`src/sv/scfc_pkg.sv`:
```
// Shared types, constants and the CRC-8 step for the sync/CRC-8 frame checker.
// No dependencies; every other file uses this package by scoped names.
`default_nettype none

package scfc_pkg;

  localparam int PAYLOAD_BYTES = 24;
  localparam int FRAME_LEN     = PAYLOAD_BYTES + 5;
  localparam int IDX_W         = (PAYLOAD_BYTES > 1) ? $clog2(PAYLOAD_BYTES) : 1;
  localparam int COUNT_W       = 7;

  localparam logic [COUNT_W-1:0] COUNT_MAX  = 7'd127;
  localparam logic [COUNT_W-1:0] IDX_SYNC0  = 7'd0;
  localparam logic [COUNT_W-1:0] IDX_SYNC1  = 7'd1;
  localparam logic [COUNT_W-1:0] IDX_TYPE   = 7'd2;
  localparam logic [COUNT_W-1:0] IDX_SEQ    = 7'd3;
  localparam logic [COUNT_W-1:0] IDX_PL0    = 7'd4;
  localparam logic [COUNT_W-1:0] IDX_CRC    = COUNT_W'(FRAME_LEN - 1);
  localparam logic [IDX_W-1:0]   PL_LAST    = IDX_W'(PAYLOAD_BYTES - 1);

  localparam logic [7:0] CRC_POLY = 8'h07;
  localparam logic [7:0] CRC_INIT = 8'h00;

  localparam logic [7:0] SYNC_FIRST_RST  = 8'd170;
  localparam logic [7:0] SYNC_SECOND_RST = 8'd85;

  // configuration register indexes
  localparam logic REG_SYNC_FIRST  = 1'b0;
  localparam logic REG_SYNC_SECOND = 1'b1;

  typedef enum logic [1:0] {
    ST_OK      = 2'd0,
    ST_BAD_LEN = 2'd1,
    ST_BAD_SYN = 2'd2,
    ST_BAD_CRC = 2'd3
  } status_t;

  // one classified frame, front to back
  typedef struct packed {
    status_t    status;
    logic [7:0] msg_type;
    logic [7:0] seq;
    logic       bank;
  } job_t;

  // payload store write port, front to back
  typedef struct packed {
    logic             en;
    logic             bank;
    logic [IDX_W-1:0] addr;
    logic [7:0]       data;
  } memwr_t;

  // MSB-first CRC-8, one byte
  function automatic logic [7:0] crc8_byte(input logic [7:0] crc, input logic [7:0] b);
    logic [7:0] c;
    c = crc ^ b;
    for (int k = 0; k < 8; k++) begin
      if (c[7]) begin
        c = {c[6:0], 1'b0} ^ CRC_POLY;
      end else begin
        c = {c[6:0], 1'b0};
      end
    end
    return c;
  endfunction

endpackage

`default_nettype wire

```
`src/sv/scfc_back.sv`:
```
// Back end: holds the two-bank payload store and turns each job into a status
// item, plus payload items for good jobs, via an output register. Uses scfc_pkg.
`default_nettype none

module scfc_back (
  input  wire logic             clk,
  input  wire logic             rst,
  input  wire scfc_pkg::memwr_t memwr,
  input  wire logic             head_valid,
  input  wire scfc_pkg::job_t   head,
  output logic                  pop,
  output logic                  out_valid,
  input  wire logic             out_stall,
  output logic                  is_payload,
  output logic [1:0]            status,
  output logic [7:0]            message_type,
  output logic [7:0]            sequence_res,
  output logic [7:0]            payload_byte,
  output logic [4:0]            payload_index,
  output logic                  end_of_run
);

  typedef enum logic [1:0] {
    B_STATUS  = 2'b01,
    B_PAYLOAD = 2'b10
  } bstate_t;

  bstate_t                    state;
  bstate_t                    state_next;
  logic [scfc_pkg::IDX_W-1:0] pl_idx;
  logic [scfc_pkg::IDX_W-1:0] pl_idx_next;
  logic [7:0]                 pl_mem [2][scfc_pkg::PAYLOAD_BYTES];
  logic [7:0]                 rd_q;
  logic                       load;
  logic                       pl_last;
  logic                       job_ok;

  assign load    = head_valid && (!out_valid || !out_stall);
  assign pl_last = (pl_idx == scfc_pkg::PL_LAST);
  assign job_ok  = (head.status == scfc_pkg::ST_OK);

  always_comb begin
    state_next  = state;
    pl_idx_next = pl_idx;
    pop         = 1'b0;
    unique case (state)
      B_STATUS: begin
        pl_idx_next = '0;
        if (load) begin
          if (job_ok) begin
            state_next = B_PAYLOAD;
          end else begin
            pop = 1'b1;
          end
        end
      end
      B_PAYLOAD: begin
        if (load) begin
          if (pl_last) begin
            pop         = 1'b1;
            state_next  = B_STATUS;
            pl_idx_next = '0;
          end else begin
            pl_idx_next = pl_idx + scfc_pkg::IDX_W'(1);
          end
        end
      end
      default: begin
        state_next  = B_STATUS;
        pl_idx_next = '0;
      end
    endcase
  end

  // rd_q always holds the entry that the next payload item will need
  always_ff @(posedge clk) begin
    if (memwr.en) begin
      pl_mem[memwr.bank][memwr.addr] <= memwr.data;
    end
    rd_q <= pl_mem[head.bank][pl_idx_next];
  end

  always_ff @(posedge clk) begin
    if (load) begin
      unique case (state)
        B_PAYLOAD: begin
          is_payload    <= 1'b1;
          status        <= scfc_pkg::ST_OK;
          message_type  <= 8'd0;
          sequence_res  <= 8'd0;
          payload_byte  <= rd_q;
          payload_index <= 5'(pl_idx);
          end_of_run    <= pl_last;
        end
        default: begin
          is_payload    <= 1'b0;
          status        <= head.status;
          message_type  <= head.msg_type;
          sequence_res  <= head.seq;
          payload_byte  <= 8'd0;
          payload_index <= 5'd0;
          end_of_run    <= !job_ok;
        end
      endcase
    end
  end

  always_ff @(posedge clk) begin
    if (rst) begin
      state     <= B_STATUS;
      pl_idx    <= '0;
      out_valid <= 1'b0;
    end else begin
      state  <= state_next;
      pl_idx <= pl_idx_next;
      if (load) begin
        out_valid <= 1'b1;
      end else if (!out_stall) begin
        out_valid <= 1'b0;
      end
    end
  end

`ifndef SYNTHESIS
  a_payload_fields: assert property (@(posedge clk) disable iff (rst)
    out_valid && is_payload |-> status == scfc_pkg::ST_OK && message_type == 8'd0)
    else $error("payload item with status or type set");

  a_error_ends_run: assert property (@(posedge clk) disable iff (rst)
    out_valid && !is_payload && status != scfc_pkg::ST_OK |-> end_of_run)
    else $error("failed frame status item without end of run");

  a_payload_has_job: assert property (@(posedge clk) disable iff (rst)
    state == B_PAYLOAD |-> head_valid)
    else $error("payload phase with no job queued");

  a_last_returns: assert property (@(posedge clk) disable iff (rst)
    state == B_PAYLOAD && load && pl_last |=> state == B_STATUS)
    else $error("payload phase did not end after last byte");
`endif

endmodule

`default_nettype wire

```
`config.mk`:
```
export PLATFORM = sky130hd
export DESIGN_NAME = scfc_back
export DESIGN_NICKNAME = d
export VERILOG_FILES = /design/src/sv/scfc_pkg.sv /design/src/sv/scfc_back.sv
export SDC_FILE = /design/constraint.sdc
export NUM_CORES = 1
export LEC_CHECK = 0
export BUFFER_PORTS_ARGS = -buffer_cell sky130_fd_sc_hd__buf_2
export CORE_MARGIN = 1
export CORE_UTILIZATION = 55
export DETAILED_ROUTE_END_ITERATION = 6
export GPL_TIMING_DRIVEN = 1
export PLACE_DENSITY = 0.8
export SKIP_CTS_REPAIR_TIMING = 1
export SLEW_MARGIN = 20
export SYNTH_ARGS = -nofsm -noshare
export SYNTH_HDL_FRONTEND = slang
export SYNTH_SLANG_ARGS = --single-unit
```
`constraint.sdc`:
```
create_clock -name clk -period 2.81 [get_ports clk]
set_input_delay 0.4215 -clock clk [delete_from_list [all_inputs] [get_ports clk]]
set_output_delay 0.4215 -clock clk [all_outputs]
set_load 0.02 [all_outputs]
```
After elaboration in Yosys (flattened, before gate mapping)
Memory sizes are Yosys's and may differ from the RTL's.
Cells that the tools add are included.
Operators by class
  bitwise operators: 2
  muxes and demuxes: 24
  reduce and logical (&&, ||, !) cells: 8
  equal/unequal tests: 8
  order comparisons: 3
  add/sub/neg operators: 1
Operators with widths (number)
  $mux W192: 1
  $bmux W8 S5: 1
  $demux W8 S5: 1
  $mux W8: 3
  $mux W5: 3
  $ge A6 B6 Y1 const B: 2
  $not A5 Y6: 2
  $mux W1: 9
  $mux W2: 4
  $ne A2 B2 Y1 const B: 4
  $lt A6 B1 Y1 const B: 1
  $add A5 B1 Y5 const B: 1
  $eq A5 B5 Y1 const B: 1
  $pmux W2 S2: 1
  $reduce_and A4 Y1: 1
  $logic_not A1 Y1: 3
  $eq A2 B1 Y1 const B: 1
  $eq A2 B2 Y1 const B: 1
  $logic_and A1 B1 Y1: 2
  $logic_not A2 Y1: 1
  $ne A2 B1 Y1 const B: 1
  $pmux W1 S2: 1
  $logic_or A1 B1 Y1: 1
Word-level totals
  memories kept: 1
  bits in registers: 49
  RAM bits: 384
Memories
  pl_mem: depth 2, bits a word 192, rd ports 1, clocked after Yosys merged registers in 0, write ports 1, line scfc_back.sv:32  | logic [7:0] pl_mem [2][scfc_pkg::PAYLOAD_BYTES];

Longest topological paths before layout
  word-level depth: 9
  mapped depth: 13

Worst setup path before layout
OpenSTA, ideal clock, no wires.
  path type: input -> register
  from: in head_valid
  to: reg rd_q[1]
  path buffers: 2
  setup slack: 0.167 ns
  required time: 2.731 ns
  stages: 10
  data arrival time: 2.564 ns
  path through: a21bo_1 buf_6 inv_2 mux2i_4 buf_6 mux4_2 nor3_1 a2111oi_0 nand4_1 o211ai_1
Between the ends
  word-level cells in the longest chain between the ends: 7
RTL lines
  start, declared: line scfc_back.sv:9  | input wire logic head_valid,
  $logic_and A1 B1 Y1: line scfc_back.sv:38  | assign load = head_valid && (!out_valid || !out_stall);
  via load: line scfc_back.sv:34  | logic load;
  $mux W5: line scfc_back.sv:58  | if (load) begin
  $mux W5: line scfc_back.sv:46  | unique case (state)
  $not A5 Y6 (implied by the code): line scfc_back.sv:80  | rd_q <= pl_mem[head.bank][pl_idx_next];
  $bmux W8 S5: line scfc_back.sv:80
  $mux W8 (implied by the code) (2 in a row): line scfc_back.sv:80
  end signal, assigned: line scfc_back.sv:80
  end, declared: line scfc_back.sv:33  | logic [7:0] rd_q;
The timed path passes the listed nets, and every way through them passes these cells. The select of a mux whose other input is x is not followed.
A chain may end at the register's enable or synchronous reset.

Final worst setup path
  from: reg state[0]
  to: reg rd_q[1]
Between the ends
  word-level cells in the longest chain between the ends: 6
RTL lines
  start, declared: line scfc_back.sv:28  | bstate_t state;
  start signal, assigned: line scfc_back.sv:114  | state <= state_next;
  $eq A2 B2 Y1: line scfc_back.sv:46
  $mux W5: line scfc_back.sv:46
  $not A5 Y6 (implied by the code): line scfc_back.sv:80
  $bmux W8 S5: line scfc_back.sv:80
  $mux W8 (implied by the code) (2 in a row): line scfc_back.sv:80
Every way passes these cells. The select of a mux whose other input is x is not followed.

==> reports/results.tsv <==
stage	metric	value	unit
worst_setup_path	Critical Path RT	3220	ps
place	DP HPWL	25.4	mm
logic_synthesis	Syn Inst Count	1048	
sta	fin crit share	96.8	%
cts	CTS Buf Count	42	
global_route	GRT Total Usage	25.5	%
detailed_routing	Pre-antenna DRT Iters	5	
worst_hold_path	hold path depth	3	
cts	H-Tree Depth	2	
floorplan	Die Area	31800	um^2
logic_synthesis	top post-synthesis cells by area	edfxtp_1, mux4_2, nand2_1	
worst_setup_path	WP data arrival	3130	ps
worst_setup_path	reg2reg start	state[0]	
detailed_routing	Routed WL per cell	24.2	um
cts	CTS tree	yes	
global_route	first-pass GRT wire length	59.5	mm
sta	Least-Margin Pin Slew	1040	ps
finish	storage element area	12800	um^2
logic_synthesis	register area share after synthesis	75.1	%
finish	layout overhead on the synthesized area	16.9	%
worst_setup_path	crit path kind	reg -> reg	
worst_setup_path	Crit Path Max Fanout	18	
global_route	initial antenna violation count	2	
worst_setup_path	reg2reg setup slack	90	ps
logic_synthesis	share of async-settable or async-resettable flops after synthesis	0	%
floorplan	IO Count	73	
logic_synthesis	synth cell count leaders	edfxtp_1, nand2_1, nor2_1	
place	Post-DP Area	18500	um^2
worst_setup_path	Critical Path Sink Type	flip-flop	
logic_synthesis	Top FF cell, synth	edfxtp_1	
logic_synthesis	Cell Area, Synth	17100	um^2
floorplan	Initial Util	55.9	%
worst_setup_path	CP endpoint	rd_q[1]	
job	max-cap violation count	0	
logic_synthesis	cell taking the most area after synthesis	edfxtp_1	
sta	max frequency	368	MHz
place	pre-CTS WS	-104	ps
worst_setup_path	CP Launch Point	state[0]	
floorplan	Core Footprint	30600	um^2
sta	Slew Viols, Final	0	
detailed_routing	DRC viols	0	
logic_synthesis	flops & latches, synth	433	
power	LEAKAGE	6.63	nW
sta	Worst Skew	26.8	ps
finish	FILL cells	1988	
power	PD cells	700	nW/um^2
sta	final-report setup violation count	0	
global_route	largest net degree at the start of global routing	49	
logic_synthesis	synth unique cells	58	
sta	Final Worst Setup Slack	90.3	ps
cts	worst skew pair latency	550	ps
worst_setup_path	CP startpoint kind	flip-flop	
detailed_routing	vias per std cell	6.23	
sta	Slew HR	30.7	%
logic_synthesis	top cell type's share of synthesized area	73.2	%
logic_synthesis	most frequent cell after synthesis	edfxtp_1	
worst_setup_path	worst-case reg-to-reg path depth	11	
detailed_routing	ANT nets after route	0	
logic_synthesis	Synth Warn #	0	
detailed_routing	initial DRC count	1265	
power	worst vdd ir	525	uV
finish	layout cells sized above 1	24.8	%
global_route	GRT overflow	0	
cts	Clock Sinks	433	
cts	clk buf depth	3	
floorplan	site row count	64	
floorplan	die width	178	um
finish	multi-input logic area	4020	um^2
status	status	completed	
detailed_routing	vias	10202	
sta	minimum clock period after layout	2720	ps
place	routability cong.	0.957	
cts	root buf cell	clkbuf_16	
detailed_routing	WL final	39.7	mm
logic_synthesis	number of flops mapped to enable cells by yosys	417	
worst_hold_path	Worst Hold Class	in -> reg	
cts	clk slew on worst S/H paths	60	ps
sta	Worst Hold Slack	96.2	ps
global_route	number of global-route vias before repair	9900	
finish	final instance area	20000	um^2
floorplan	Vert. Die Dim	178	um
place	Port Buffers	72	
logic_synthesis	Mapped Nets	1089	
logic_synthesis	Mean Syn Cell Area	16.3	um^2
worst_setup_path	RR Endpoint	rd_q[1]	
sta	Final Hold Viols	0	
finish	Final #Nets	1247	
-- critical path, stage by stage, from the launching register on --
cell	delay (ps)
dfxtp_1	330
inv_1	100
ha_4	190
inv_2	40
or4_4	580
nand2_4	140
buf_6	170
buf_12	190
mux2i_1	240
o221ai_1	140
a21oi_1	300
o211ai_1	150
-- kinds of logic after synthesis --
kind of cell / synth area share [%]
xor gates and xnor gates: 0.0512
AOI/OAI and AO/OA: 5.21
and+or+nand+nor: 9.47
muxes: 7.94
adders and majority gates: 0.219
buffers and inverters: 2.03
DFF: 75.1
-- sequential cells by signal (all words and copies together) (netlist names) --
| name | flops |
|---|---|
| pl_idx | 5 |
| pl_mem | 384 |
| sequence_res | 8 |
| end_of_run | 1 |
| payload_byte | 8 |
| out_valid | 1 |
| rd_q | 8 |
| state | 2 |
| status | 2 |
| message_type | 8 |
| payload_index | 5 |
| is_payload | 1 |
-- metal layers --
metal,GRT usage [%],part of all wire (%),wire [um]
met2,40.3,47,18600
met3,5.46,10,4140
met1,34.7,39,15300
met5,0,0,0
met4,10.6,4.2,1660
-- layout make-up --
type | instances | area share [%]
sequential | 433 | 64.2
clock buffer | 46 | 5.44
tap | 396 | 2.48
multi-input combinational | 554 | 20.1
clock inverter | 30 | 1.73
inverter | 9 | 0.169
timing repair buffer | 166 | 5.85
antenna | 3 | 0.0375
-- per-stage QoR --
step | utilization [%] | total power, W | TNS (ps) | cells
after detailed placement | 60.3 | 0.00831 | -225 | 1558
final | 65.4 | 0.0140 | 0 | 1637
after CTS | 65.0 | 0.0140 | -102 | 1634
after floorplan | - | 0.00792 | 0 | 1048
after global placement | 60.3 | 0.00827 | -84.3 | 1558
after global routing | 65.4 | 0.0144 | -22.7 | 1635
-- layout by cell type, fill, tap and decap left out, types with 23 or more instances in the layout --
cell         n
mux4_2      41
buf_4       85
mux2i_1     38
edfxtp_1   417
buf_2       72
clkbuf_16   43
a21oi_1     23
nand3_1     45
nor2_1      69
nand2_1    145
-- power by group --
group          internal (W)  leakage [nW]  switching (W)
Clock               0.00345         0.700        0.00235
Combinational      0.000351          2.02       0.000622
Sequential          0.00720          3.91      0.0000418
-- worst min-delay path by stage --
stage | startpoint | end | slack (ps)
after floorplan | state[0] | state[0] | 480
after global placement | out_valid | out_valid | 490
after detailed placement | out_valid | out_valid | 510
after CTS | head_valid | out_valid | 100
after global routing | head_valid | out_valid | 110
final | head_valid | out_valid | 100
No activity file was read; power rests on OpenSTA's default activity.
